File: src/rtl/xcpd_pkg.sv
`timescale 1ns / 1ps
// ----------------------------------------------------------------------------
// xcpd_pkg
// Shared types and constants of the XOR checksum packet deframer.
// ----------------------------------------------------------------------------
package xcpd_pkg;

  localparam logic FuncRx   = 1'b0;
  localparam logic FuncRead = 1'b1;

  localparam logic [7:0] HeaderReset = 8'hAA;

  typedef enum logic [1:0] {
    StNone = 2'd0,
    StGood = 2'd1,
    StBad  = 2'd2,
    StOver = 2'd3
  } status_e;

  typedef struct packed {
    logic       func;
    logic [7:0] rx_byte;
    logic [5:0] read_index;
  } in_item_t;

  typedef struct packed {
    logic       frame_done;
    status_e    frame_status;
    logic [7:0] frame_type;
    logic [7:0] frame_length;
    logic [7:0] read_data;
  } out_item_t;

  // frame report of one received byte
  typedef struct packed {
    logic       frame_done;
    status_e    frame_status;
    logic [7:0] frame_type;
    logic [7:0] frame_length;
  } frame_res_t;

  // payload store write request
  typedef struct packed {
    logic       we;
    logic [7:0] pos;
    logic [7:0] data;
  } wr_req_t;

endpackage

File: src/rtl/xcpd_store.sv
`timescale 1ns / 1ps
// ----------------------------------------------------------------------------
// xcpd_store
// Payload buffer: one write port, one read port, registered read data.
// ----------------------------------------------------------------------------
module xcpd_store #(
  parameter int unsigned PayloadDepth = 64
) (
  input  logic              clk_i,
  input  xcpd_pkg::wr_req_t wr_i,
  input  logic              rd_en_i,
  input  logic [7:0]        rd_index_i,
  output logic [7:0]        rd_data_o
);

  localparam int unsigned AddrW = (PayloadDepth > 1) ? $clog2(PayloadDepth) : 1;

  logic [7:0] mem [PayloadDepth];
  logic [7:0] rd_data_q;

  always_ff @(posedge clk_i) begin
    if (wr_i.we) begin
      mem[wr_i.pos[AddrW-1:0]] <= wr_i.data;
    end
    if (rd_en_i) begin
      rd_data_q <= mem[rd_index_i[AddrW-1:0]];
    end
  end

  assign rd_data_o = rd_data_q;

endmodule

File: src/rtl/xcpd_ctrl.sv
`timescale 1ns / 1ps
// ----------------------------------------------------------------------------
// xcpd_ctrl
// Frame parser: header hunt, type, length, payload, checksum check.
// ----------------------------------------------------------------------------
module xcpd_ctrl #(
  parameter int unsigned PayloadDepth = 64
) (
  input  logic                 clk_i,
  input  logic                 rst_ni,
  input  logic                 cfg_we_i,
  input  logic [7:0]           cfg_wdata_i,
  input  logic                 rx_valid_i,
  input  logic [7:0]           rx_byte_i,
  output xcpd_pkg::wr_req_t    wr_o,
  output xcpd_pkg::frame_res_t res_o
);

  localparam logic [8:0] DepthW = 9'(PayloadDepth);

  typedef enum logic [2:0] {
    PhHeader,
    PhType,
    PhLen,
    PhData,
    PhCheck
  } phase_e;

  phase_e     phase_q, phase_d;
  logic [7:0] header_q, header_d;
  logic [7:0] type_q, type_d;
  logic [7:0] len_q, len_d;
  logic [7:0] pos_q, pos_d;
  logic [7:0] xor_q, xor_d;
  logic       ovf_q, ovf_d;

  always_comb begin
    phase_d  = phase_q;
    header_d = cfg_we_i ? cfg_wdata_i : header_q;
    type_d   = type_q;
    len_d    = len_q;
    pos_d    = pos_q;
    xor_d    = xor_q;
    ovf_d    = ovf_q;
    wr_o     = '0;
    wr_o.pos  = pos_q;
    wr_o.data = rx_byte_i;
    res_o    = '0;
    if (rx_valid_i) begin
      case (phase_q)
        PhHeader: begin
          if (rx_byte_i == header_q) begin
            xor_d   = '0;
            ovf_d   = 1'b0;
            phase_d = PhType;
          end
        end
        PhType: begin
          type_d  = rx_byte_i;
          xor_d   = xor_q ^ rx_byte_i;
          phase_d = PhLen;
        end
        PhLen: begin
          len_d   = rx_byte_i;
          pos_d   = '0;
          xor_d   = xor_q ^ rx_byte_i;
          phase_d = (rx_byte_i != 8'd0) ? PhData : PhCheck;
        end
        PhData: begin
          if ({1'b0, pos_q} < DepthW) begin
            wr_o.we = 1'b1;
          end else begin
            ovf_d = 1'b1;
          end
          xor_d = xor_q ^ rx_byte_i;
          if (({1'b0, pos_q} + 9'd1) >= {1'b0, len_q}) begin
            phase_d = PhCheck;
          end
          pos_d = pos_q + 8'd1;
        end
        PhCheck: begin
          res_o.frame_done = 1'b1;
          if (ovf_q) begin
            res_o.frame_status = xcpd_pkg::StOver;
          end else if (rx_byte_i == xor_q) begin
            res_o.frame_status = xcpd_pkg::StGood;
          end else begin
            res_o.frame_status = xcpd_pkg::StBad;
          end
          res_o.frame_type   = type_q;
          res_o.frame_length = len_q;
          phase_d = PhHeader;
        end
        default: begin
          phase_d = PhHeader;
        end
      endcase
    end
  end

  always_ff @(posedge clk_i or negedge rst_ni) begin
    if (!rst_ni) begin
      phase_q  <= PhHeader;
      header_q <= xcpd_pkg::HeaderReset;
      type_q   <= '0;
      len_q    <= '0;
      pos_q    <= '0;
      xor_q    <= '0;
      ovf_q    <= 1'b0;
    end else begin
      phase_q  <= phase_d;
      header_q <= header_d;
      type_q   <= type_d;
      len_q    <= len_d;
      pos_q    <= pos_d;
      xor_q    <= xor_d;
      ovf_q    <= ovf_d;
    end
  end

endmodule

File: src/rtl/xor_checksum_packet_deframer_unit.sv
`timescale 1ns / 1ps
// ----------------------------------------------------------------------------
// xor_checksum_packet_deframer_unit
// Header/type/length/payload/XOR-checksum deframer with payload buffer.
// ----------------------------------------------------------------------------
// One transaction per cycle is taken in while in_ready_o is high, received
// bytes and buffer reads alike, and each gives one result. The frame
// parser updates its registers in the accept cycle and writes payload bytes
// into the buffer memory at that edge; a read transaction addresses the
// memory at its accept edge and the registered read data forms the first
// result stage, followed by the output register, so one result may wait on
// the output while the next transaction is accepted. The buffer needs no
// clearing after reset; only indices below the reported length are to be
// read, and indices at or above PAYLOAD_DEPTH return zero.
module xor_checksum_packet_deframer_unit #(
  parameter int unsigned PAYLOAD_DEPTH = 64
) (
  input  logic                clk_i,
  input  logic                rst_ni,
  input  logic                cfg_we_i,
  input  logic [7:0]          cfg_wdata_i,
  input  logic                in_valid_i,
  output logic                in_ready_o,
  input  xcpd_pkg::in_item_t  in_data_i,
  output logic                out_valid_o,
  input  logic                out_ready_i,
  output xcpd_pkg::out_item_t out_data_o
);

  localparam logic [8:0] DepthW = 9'(PAYLOAD_DEPTH);

  logic                 in_acc;
  logic                 rx_acc;
  logic                 rd_acc;
  logic                 rd_in_range;
  logic                 s1_adv;
  logic [7:0]           rd_data;
  xcpd_pkg::wr_req_t    wr_req;
  xcpd_pkg::frame_res_t frame_res;

  logic                 s1_valid_q;
  xcpd_pkg::frame_res_t s1_res_q;
  logic                 s1_rd_q;
  logic                 out_valid_q;
  xcpd_pkg::out_item_t  out_q;

  assign s1_adv      = s1_valid_q && (!out_valid_q || out_ready_i);
  assign in_ready_o  = !s1_valid_q || s1_adv;
  assign in_acc      = in_valid_i && in_ready_o;
  assign rx_acc      = in_acc && (in_data_i.func == xcpd_pkg::FuncRx);
  assign rd_in_range = {3'b000, in_data_i.read_index} < DepthW;
  assign rd_acc      = in_acc && (in_data_i.func == xcpd_pkg::FuncRead) && rd_in_range;

  xcpd_ctrl #(
    .PayloadDepth (PAYLOAD_DEPTH)
  ) u_ctrl (
    .clk_i       (clk_i),
    .rst_ni      (rst_ni),
    .cfg_we_i    (cfg_we_i),
    .cfg_wdata_i (cfg_wdata_i),
    .rx_valid_i  (rx_acc),
    .rx_byte_i   (in_data_i.rx_byte),
    .wr_o        (wr_req),
    .res_o       (frame_res)
  );

  xcpd_store #(
    .PayloadDepth (PAYLOAD_DEPTH)
  ) u_store (
    .clk_i      (clk_i),
    .wr_i       (wr_req),
    .rd_en_i    (rd_acc),
    .rd_index_i ({2'b00, in_data_i.read_index}),
    .rd_data_o  (rd_data)
  );

  always_ff @(posedge clk_i or negedge rst_ni) begin
    if (!rst_ni) begin
      s1_valid_q  <= 1'b0;
      out_valid_q <= 1'b0;
    end else begin
      if (in_acc) begin
        s1_valid_q <= 1'b1;
      end else if (s1_adv) begin
        s1_valid_q <= 1'b0;
      end
      if (s1_adv) begin
        out_valid_q <= 1'b1;
      end else if (out_ready_i) begin
        out_valid_q <= 1'b0;
      end
    end
  end

  always_ff @(posedge clk_i) begin
    if (in_acc) begin
      s1_res_q <= frame_res;
      s1_rd_q  <= rd_acc;
    end
    if (s1_adv) begin
      out_q.frame_done   <= s1_res_q.frame_done;
      out_q.frame_status <= s1_res_q.frame_status;
      out_q.frame_type   <= s1_res_q.frame_type;
      out_q.frame_length <= s1_res_q.frame_length;
      out_q.read_data    <= s1_rd_q ? rd_data : 8'd0;
    end
  end

  assign out_valid_o = out_valid_q;
  assign out_data_o  = out_q;

endmodule
File: config.mk
export PLATFORM = sky130hd
export DESIGN_NAME = xor_checksum_packet_deframer_unit
export DESIGN_NICKNAME = d
export VERILOG_FILES = /design/src/rtl/xcpd_pkg.sv /design/src/rtl/xcpd_store.sv /design/src/rtl/xcpd_ctrl.sv /design/src/rtl/xor_checksum_packet_deframer_unit.sv
export SDC_FILE = /design/constraint.sdc
export NUM_CORES = 1
export LEC_CHECK = 0
export ABC_AREA = 1
export BUFFER_PORTS_ARGS = -buffer_cell sky130_fd_sc_hd__buf_2
export CORE_MARGIN = 3
export CORE_UTILIZATION = 40
export DETAILED_ROUTE_END_ITERATION = 7
export PLACE_DENSITY_LB_ADDON = 0.3
export SLEW_MARGIN = 20
export SYNTH_ARGS = -nofsm -noshare
export SYNTH_HDL_FRONTEND = slang
export SYNTH_SLANG_ARGS = --single-unit
File: constraint.sdc
create_clock -name clk_i -period 2.1 [get_ports clk_i]
set_clock_uncertainty 0.05 [all_clocks]
set_input_delay 0.42 -clock clk_i [delete_from_list [all_inputs] [get_ports clk_i]]
set_output_delay 0.42 -clock clk_i [all_outputs]
set_load 0.02 [all_outputs]
==> results of run 1 <==
area by class of cell:
cell class              instances  area [sq um]
inverters                      77           300
clock inverters                37           300
clock buffers                  75          1610
fillers                      5437         31600
repair buffers                240          2310
well taps                     837          1050
multi-input cells            1406          6660
flip-flops and latches        613         18200
cell usage in the layout (no fill, tap or decap), types with 9 or more instances in the layout:
cell / Yosys / layout
buf_12: 0 / 34
o21ai_0: 29 / 29
buf_2: 57 / 54
dlygate4sd3_1: 0 / 9
inv_1: 71 / 67
buf_6: 1 / 50
clkbuf_16: 0 / 62
clkbuf_1: 24 / 12
edfxtp_1: 567 / 567
clkinv_1: 0 / 12
nand2_1: 767 / 758
nor2_2: 0 / 25
nor2_4: 2 / 36
dfrtp_1: 42 / 42
clkinv_2: 1 / 16
nand3_1: 445 / 444
buf_4: 5 / 92
nor2_1: 106 / 47
cell families (layout without fill, tap and decap cells):
family          Yosys count  after routing  synth area share, %
mux                       3              3                0.134
compound gates           39             39                0.822
buf+inv                 192            429                 3.25
fa+ha+maj                 9              9                0.446
xor+xnor                 13             13                0.451
flops                   613            613                 72.0
simple gates           1342           1342                 22.9
state kept, by name, indices dropped and copies added, names as in the netlist:
register           flops
out_data_o            27
out_valid_o            1
s1_rd_q                1
s1_res_q              19
s1_valid_q             1
u_ctrl.header_q        8
u_ctrl.len_q           8
u_ctrl.ovf_q           1
u_ctrl.phase_q         3
u_ctrl.pos_q           8
u_ctrl.type_q          8
u_ctrl.xor_q           8
u_store.mem          512
u_store.rd_data_o      8
per-stage QoR:
step                utilization [%]  setup TNS [ns]
global route                   49.0           -7.72
global placement               44.5          -35.76
detailed placement             44.5          -33.76
floorplan                         -          -85.89
finish                         49.0         -0.0182
CTS                            48.0        -0.00457
Yosys cell counts, types with 2 or more instances:
cell / n
nand2_1: 767
nand2_2: 4
o22ai_1: 3
xor2_1: 6
nor2_1: 106
nand4_1: 3
edfxtp_1: 567
a21oi_1: 4
buf_4: 5
inv_2: 4
o21ai_0: 29
inv_1: 71
ha_1: 9
nor2_4: 2
xnor2_1: 7
buf_2: 57
dfrtp_1: 42
nor2_8: 3
dfstp_2: 4
nand3_4: 6
nand3_1: 445
buf_1: 28
clkbuf_1: 24
nand2_4: 2
mux2_2: 3
power breakdown:
part	leakage [nW]	internal, mW	total (mW)	switching [mW]
clock network	0.941	5.92	10.4	4.52
registers	5.69	13.8	14.1	0.239
logic	4.95	1.36	4.17	2.80
worst max-delay path by stage:
stage	depth (start not counted)	from	endpoint
floorplan	9	out_valid_o	u_store.mem[24][0]
global placement	13	out_ready_i	u_store.mem[41][4]
detailed placement	13	out_ready_i	u_store.mem[41][4]
CTS	19	u_ctrl.pos_q[1]	u_ctrl.phase_q[0]
global route	16	u_ctrl.pos_q[1]	u_ctrl.phase_q[0]
finish	16	u_ctrl.pos_q[1]	u_ctrl.phase_q[0]
critical path, cell delays in order (launching register included):
cell     delay (ns)
dfrtp_1        0.42
ha_4           0.19
nand2_4        0.10
nor2_4         0.04
xor2_2         0.18
ha_1           0.29
nand2_1        0.07
nor2_1         0.09
nand2_1        0.07
nand3_2        0.06
nand2_1        0.04
nand2_1        0.08
nand2_2        0.07
nand2_4        0.08
nand2_4        0.05
nand2_2        0.05
nand2_1        0.05
routing by layer:
metal / vias up / global-route usage [%]
met3: 136 / 2.98
met4: 0 / 7.59
li1: 7994 / -
met2: 657 / 32.3
met5: - / 0
met1: 8275 / 26.6
repair_timing:
item,CTS,global route
hold buffers,9,0
gates resized for setup,13,156
setup buffers,8,8
pin swaps,5,18
endpoints found under the hold margin,50,0
endpoints found under the setup margin,299,421
cloned,0,0
==> reports/qor.yml, run 1 <==
global_routing:
  grt_pass1_vias: 17100
  groute.usage.overall_pct: 19.7
  grt_max_degree: 66
  grt_pass1_wl_um: 100000
  antenna_found_initial: 0
  grt-ovfl-total: 0
yosys:
  yosysUniqueCellTypes: 35
  syn_nets: 2248
  ys_ff_latch: 613
  synth_top_area_share_pct: 67.4
  syn_area_per_cell_sq_um: 11.4
  synth_edf_count: 567
  ys_top_cells_by_area: "edfxtp_1 (67%), nand2_1 (11%), nand3_1 (8.8%), dfrtp_1 (4.2%), nor2_1 (1.6%)"
  netlist_instances: 2211
  netlist_area_sq_um: 25300
  ys.flop_type: "edfxtp_1"
  synthArstFlopShare_pct: 7.50
  yosysTopAreaCell: "edfxtp_1"
  synth-seq-area-share_pct: 72.0
  yosysWarnings: 0
clocking:
  cts_tree: "yes"
  clock_latency_ns: 0.63
  path_clk_slew_ns: 0.07
  clockRootBuffer: "clkbuf_16"
  clock-sinks: 613
  htreeDepth: 2
  cts_buffers: 61
  clock_path_buffers: 3
drt:
  highest_layer: "met4"
  m1WireLength_um: 27800
  met3_length_um: 4410
  routed_wl_um: 65500
  ant_nets: 0
  drt-vias-per-instance: 5.19
  firstDrtPassIters: 5
  vias: 17100
  route.met2.wl_um: 31000
  wl_per_cell_um: 19.9
  drc: 0
  drtIter0Drc: 1506
power_and_ir_drop:
  p_total_mw: 28.7
  p_leak_nw: 11.6
  ir_drop_uv: 703
  power.density_nw_per_um2: 943
setup_path:
  required_ns: 2.57
  worstSetupEndpointType: "flop"
  crit_type: "reg -> reg"
  path_max_fanout: 4
  r2r_setup_slack_ns: -0.01
  critPathLaunchType: "flop"
  cp.arrival_ns: 2.58
  worstRegToRegCells: 16
  r2r_start: "u_ctrl.pos_q[1]"
  r2r_end: "u_ctrl.phase_q[0]"
flow_run:
  maxCapViolations: 0
sta:
  holdWs_ns: 0.0595
  grt_setup_unrepaired: "true"
  layout_setup_ws_ns: -0.0136
  worstMarginPinSlew_ns: 0.672
  hold_viol: 0
  period_share_pct: 101
  max_slew_margin_pct: 55.1
  fmax_mhz: 473
  drv_slew: 0
  finalSetupViolations: 3
  period_needed_ns: 2.11
layout:
  fin_cells: 3285
  drive_gt1_share_pct: 17.5
  antenna_cells: 0
  stdcell_area_sq_um: 30400
  syn_to_final_growth_pct: 20.4
  nNetsFinal: 2436
floorplanning:
  die_h_um: 257
  io_pins: 57
  coreArea_sq_um: 62100
  floorplan.die_area_sq_um: 66200
  initial_utilization_pct: 40.7
  die_x_um: 257
  num_rows: 91
placed_design:
  place_inst: 3148
  pre_cts_ws_ns: -0.190
  placed_area_sq_um: 27600
  port_buffers: 56
  dpl.hpwl_um: 40400
  gp_congestion: 0.866
outcome:
  outcome: "finished with violations"
  violations: "setup timing"
min_path:
  hold-path-endpoint: "u_ctrl.header_q[1]"
  min_from: "cfg_we_i"
  hold_depth: 3
  worstHoldPathType: "in -> reg"
Note: power is estimated with default switching activity, not from simulation.
==> run 2, diff against run 1 <==
CORE_ASPECT_RATIO = 2   (was unset)
==> run 2 against run 1 <==
- the run now ends clean
- global-route usage rose by 1.7 points
- non-clock buffer count rose by 23
- combinational power fell by 1%
- critical path depth fell by 5
- sequential share of layout area rose by 0.95 points
- setup slack improved by 0.022 ns
- final cell count fell by 1.6%
- clock power fell by 12%
- final area fell by 1.6%
- critical path type unchanged
==> reports/qor.yml, run 2 (synthesis gave the netlist of run 1 again) <==
layout:
  post-route-util_pct: 48.2  # -0.83 points
  antenna_cells: 0  # unchanged
  nNetsFinal: 2447  # +0.45%
  fin_cells: 3233  # -1.6%
  layout_commonest_cell: "nand2_1"
  drive_gt1_share_pct: 17.4  # -0.12 points
  final_cell_mix: "nand2_1 (760), edfxtp_1 (567), nand3_1 (444)"
  stdcell_area_sq_um: 29900  # -1.6%
  syn_to_final_growth_pct: 18.5
  largest_reg_flops: 512  # unchanged
power_and_ir_drop:
  power.density_nw_per_um2: 912  # -3.2%
  ir_drop_uv: 925  # +32%
  p_leak_nw: 11.4  # -1.3%
drt:
  drc: 0  # unchanged
  ant_nets: 0  # unchanged
  vias: 17300  # +1.1%
  drt-vias-per-instance: 5.34  # +2.7%
  wl_per_cell_um: 22.2  # +12%
  drtIter0Drc: 1432  # -4.9%
  firstDrtPassIters: 6  # +1
  routed_wl_um: 71800  # +9.7%
setup_path:
  r2r_setup_slack_ns: 0.009  # +0.02 ns
  critPathSlowestCell: "dfrtp_1"
  critPathLaunchType: "flop"
  required_ns: 2.34  # -0.23 ns
  max_stage_delay_ns: 0.40  # -0.02 ns
  worstSetupEndpointType: "flop"
  crit_chain: "nand3_2 -> nand2_2 -> nor2_4 -> inv_4 -> nor2_8 -> nand2_8 -> nor2_8 -> nand3_4 -> buf_12 -> nor2_4 -> buf_6"
  crit_type: "reg -> reg"
  cp.arrival_ns: 2.34  # -0.24 ns
  path_max_fanout: 8  # +4
flow_run:
  maxCapViolations: 0  # unchanged
sta:
  finalSetupViolations: 0  # -3
  grt_setup_unrepaired: "true"
  worstMarginPinSlew_ns: 0.834  # +0.162 ns
  fmax_mhz: 478  # +1.1%
  period_share_pct: 99.6  # -1.1 points
  period_needed_ns: 2.09  # -0.0221 ns
  layout_setup_ws_ns: 0.00857  # +0.0221 ns
  drv_slew: 0  # unchanged
  hold_viol: 0  # unchanged
  max_slew_margin_pct: 44.3  # -11 points
global_routing:
  groute.usage.overall_pct: 21.4  # +1.7 points
  grt_pass1_wl_um: 106000  # +6.1%
  antenna_found_initial: 1  # +1
  grt-ovfl-total: 0  # unchanged
  grt_max_degree: 73  # +11%
  grt_pass1_vias: 17700  # +3.5%
placed_design:
  pre_cts_ws_ns: -0.170  # +0.0196 ns
  dpl.hpwl_um: 48400  # +20%
  gp_congestion: 0.951  # +9.8%
  port_buffers: 56  # unchanged
  place_inst: 3126  # -0.70%
  placed_area_sq_um: 27800  # +0.42%
min_path:
  worstHoldPathType: "in -> reg"
floorplanning:
  num_rows: 129  # +42%
  floorplan.die_area_sq_um: 66400  # +0.28%
  coreArea_sq_um: 62100  # +0.14%
  io_pins: 57  # unchanged
  initial_utilization_pct: 40.7  # -0.057 points
  die_x_um: 184  # -29%
  die_h_um: 361  # +40%
clocking:
  clock_latency_ns: 0.59  # -0.04 ns
  cts_buffers: 49  # -20%
  clockRootBuffer: "clkbuf_16"
  clock-sinks: 613  # unchanged
  htreeDepth: 2  # unchanged
  path_clk_slew_ns: 0.07  # about the same
  cts_tree: "yes"
  clock_path_buffers: 3  # unchanged
outcome:
  outcome: "finished clean"
==> run 2: changes by cell type in the layout (fill, tap and decap cells not counted), moves of 6 or more <==
cell / previous run / this run
buf_4: 92 / 133
clkbuf_16: 62 / 49
nor2_4: 36 / 26
buf_6: 50 / 41
clkinv_2: 16 / 9
nor2_1: 47 / 54
buf_12: 34 / 28
==> run 2: timing repair <==
action	4_1_cts	5_1_grt
pin swaps	5	20
setup endpoints to repair	228	450
endpoints found under the hold margin	48	0
hold buffers	7	0
setup buffers	7	5
gates resized for setup	11	123
==> run 2: metrics by stage <==
| step | hold slack [ns] | power (mW) | setup TNS, ns |
|---|---|---|---|
| 2_1_floorplan | 0.0744 | 16.5 | -85.89 |
| 3_3_place_gp | 0.352 | 18.0 | -6.52 |
| 3_5_place_dp | 0.355 | 18.1 | -31.18 |
| 4_1_cts | 0.00489 | 27.2 | -0.0202 |
| 5_1_grt | 0.0127 | 28.4 | -11.23 |
| 6_report | 0.0281 | 27.3 | 0 |
==> run 2: critical path: cells and delay by family (launching register included) <==
kind	cells	cell delay, ns
and+or+nand+nor	8	0.93
buffers and inverters	3	0.41
DFF	1	0.40
==> run 2: path summary, 6_finish.rpt <==
check / start / end / cells after the start
max: s1_valid_q / u_store.mem[50][0] / 11
min: cfg_wdata_i[6] / u_ctrl.header_q[6] / 2
max reg2reg: s1_valid_q / u_store.mem[50][0] / 11
min reg2reg: s1_res_q[18] / out_data_o[26] / 0
max in group asynchronous: rst_ni / u_ctrl.header_q[5] / 3
min in group asynchronous: rst_ni / u_ctrl.type_q[1] / 3
==> run 2: layer usage <==
metal	vias to the layer above	GRT usage, %	wire, um
met5	-	0	0
met4	0	13.4	4980
met3	207	2.35	3070
met2	605	41.1	40000
met1	8439	21.7	23800
li1	8002	-	-
==> run 2: where the power goes <==
group | switching [mW] | internal (mW)
combinational | 2.79 | 1.33
sequential | 0.273 | 13.8
clock | 4.25 | 4.85
==> run 2: final cells by class <==
class	count	area (sq um)
clock buffers	61	1280
fillers	5374	32200
repair buffers	263	2360
well taps	786	983
flip-flops and latches	613	18200
inverters	77	303
clock inverters	27	253
multi-input cells	1406	6570
==> run 3, diff against run 2 <==
RECOVER_POWER = 25   (was unset)
==> run 3 against run 2 <==
- global-route usage unchanged
- critical endpoint is now u_ctrl.phase_q[2]
- die area unchanged
- maximum frequency up 0.20%
- first-iteration DRC count up 4.3%
- via count up 0.29%
- count of clock-buffer cells in the layout unchanged
==> reports/qor.yml, run 3 (synthesis gave the netlist of run 1 again) <==
outcome:
  outcome: "finished clean"
power_and_ir_drop:
  p_int_mw: 20.0  # about the same
  power.density_nw_per_um2: 913  # +0.14%
  pwr-share-clk_pct: 33.4  # about the same
  power_switching_mw: 7.30  # -0.26%
  p_leak_nw: 11.4  # -0.56%
  p_seq_share_pct: 51.7  # about the same
  power_frac_comb_pct: 15.0  # about the same
  ir_drop_uv: 917  # -0.80%
  switching_share_pct: 26.8  # -0.036 points
global_routing:
  grt_use_met1_pct: 21.7  # unchanged
  antenna_found_initial: 1  # unchanged
  busiest_layer: "met2"
  grt_use_met2_pct: 41.1  # unchanged
  grt_use_met3_pct: 2.35  # unchanged
  grt_pass1_vias: 17700  # unchanged
  groute.usage.overall_pct: 21.4  # unchanged
  grt_pass1_wl_um: 106000  # unchanged
  grt_max_degree: 73  # unchanged
  grt-ovfl-total: 0  # unchanged
setup_path:
  cp.arrival_ns: 2.50  # +0.16 ns
  critPathSlowestCell: "dfrtp_1"
  critPathLaunchType: "flop"
  max_stage_delay_ns: 0.42  # +0.02 ns
  crit_chain: "ha_4 -> nand2_4 -> nor2_2 -> xor2_1 -> ha_1 -> nand2_1 -> nor2_1 -> nand2_1 -> nand3_1 -> nand2_1 -> nand2_1 -> nand2_1 -> nand2_2 -> nand2_2 -> nand2_1 -> nand2_1"
  r2r_setup_slack_ns: 0.01  # about the same
  crit_family: "simple AND/OR/NAND/NOR gates"
  path_common_cell: "nand2_1"
  worstSetupEndpointType: "flop"
  crit_type: "reg -> reg"
  required_ns: 2.52  # +0.18 ns
  path_max_fanout: 4  # -4
  critPathBufInv: 0  # -3
layout:
  final_cell_mix: "nand2_1 (760), edfxtp_1 (567), nand3_1 (444)"
  nNetsFinal: 2447  # unchanged
  fin_cells: 3233  # unchanged
  antenna_cells: 0  # unchanged
  post-route-util_pct: 48.0  # -0.12 points
  syn_to_final_growth_pct: 18.2
  drive_gt1_share_pct: 16.8  # -0.65 points
  stdcell_area_sq_um: 29900  # -0.26%
  layout_commonest_cell: "nand2_1"
  largest_reg_flops: 512  # unchanged
floorplanning:
  floorplan.die_area_sq_um: 66400  # unchanged
  num_rows: 129  # unchanged
  io_pins: 57  # unchanged
  coreArea_sq_um: 62100  # unchanged
  die_x_um: 184  # unchanged
  initial_utilization_pct: 40.7  # unchanged
  die_h_um: 361  # unchanged
clocking:
  cts_tree: "yes"
  cts_buffers: 49  # unchanged
  clock_latency_ns: 0.60  # about the same
  clockRootBuffer: "clkbuf_16"
  clock_path_buffers: 3  # unchanged
  path_clk_slew_ns: 0.07  # about the same
  htreeDepth: 2  # unchanged
  clock-sinks: 613  # unchanged
sta:
  grt_setup_unrepaired: "true"
  finalSetupViolations: 0  # unchanged
  max_slew_margin_pct: 18.7  # -26 points
  fmax_mhz: 479  # +0.20%
  worstMarginPinSlew_ns: 1.22  # +0.385 ns
  holdWs_ns: 0.0276  # -0.000492 ns
  hold_viol: 0  # unchanged
  fin_tns_setup_ns: 0  # unchanged
  period_share_pct: 99.4  # -0.20 points
  drv_slew: 0  # unchanged
  period_needed_ns: 2.09  # -0.00423 ns
placed_design:
  placed_area_sq_um: 27800  # unchanged
  port_buffers: 56  # unchanged
  dpl.hpwl_um: 48400  # unchanged
  place_inst: 3126  # unchanged
  gp_congestion: 0.951  # unchanged
flow_run:
  maxCapViolations: 0  # unchanged
drt:
  drtIter0Drc: 1493  # +4.3%
  firstDrtPassIters: 5  # -1
  drc: 0  # unchanged
  vias: 17300  # +0.29%
  routed_wl_um: 71600  # -0.30%
  wl_per_cell_um: 22.2  # -0.30%
  drt-vias-per-instance: 5.35  # +0.29%
  ant_nets: 0  # unchanged
min_path:
  worstHoldPathType: "in -> reg"
-- run 3: changes by cell type in the layout (fill, tap and decap cells not counted), sizes merged --
| cell | previous run | this run |
|---|---|---|
| clkbuf | 61 | 83 |
| buf | 256 | 234 |
-- run 3: area by class of cell --
type,instances,area (sq um)
clock buffer,61,1280
clock inverter,27,253
fill,5388,32300
inverter,77,303
multi-input combinational,1406,6570
sequential,613,18200
tap,786,983
timing repair buffer,263,2280
-- run 3: power by group through the flow --
| stage | logic (mW) | clock network [mW] | registers, mW |
|---|---|---|---|
| finish | 4.09 | 9.10 | 14.1 |
| global route | 4.51 | 9.71 | 14.1 |
| CTS | 3.91 | 9.23 | 14.1 |
| detailed placement | 3.80 | 0 | 14.3 |
| global placement | 3.72 | 0 | 14.3 |
| floorplan | 2.08 | 0 | 14.4 |
-- run 3: path summary, 6_finish.rpt --
kind                       depth (start not counted)            endpoint             from
setup / recovery                                  16   u_ctrl.phase_q[2]  u_ctrl.pos_q[0]
hold / removal                                     2  u_ctrl.header_q[6]   cfg_wdata_i[6]
setup reg to reg                                  16   u_ctrl.phase_q[2]  u_ctrl.pos_q[0]
hold reg to reg                                    0      out_data_o[26]     s1_res_q[18]
max in group asynchronous                          3     u_ctrl.pos_q[2]           rst_ni
min in group asynchronous                          3    u_ctrl.type_q[1]           rst_ni
-- run 3: repair_timing --
item                                    4_1_cts  5_1_grt
gates resized for setup                      11      123
setup buffers                                 7        5
hold endpoints to repair                     48        0
pin swaps                                     5       20
hold buffers                                  7        0
endpoints found under the setup margin      228      450
gates cloned                                  0        0
-- run 3: routing by layer --
layer	vias up	share of wire (%)
li1	8003	-
met1	8458	33
met2	630	56
met3	212	4.4
met4	0	7.1
met5	-	0
-- run 3: metrics by stage --
step	power (mW)	worst slack, ns
2_1_floorplan	16.5	-0.174
3_3_place_gp	18.0	-0.168
3_5_place_dp	18.1	-0.170
4_1_cts	27.2	-0.00301
5_1_grt	28.4	-0.181
6_report	27.3	0.0128
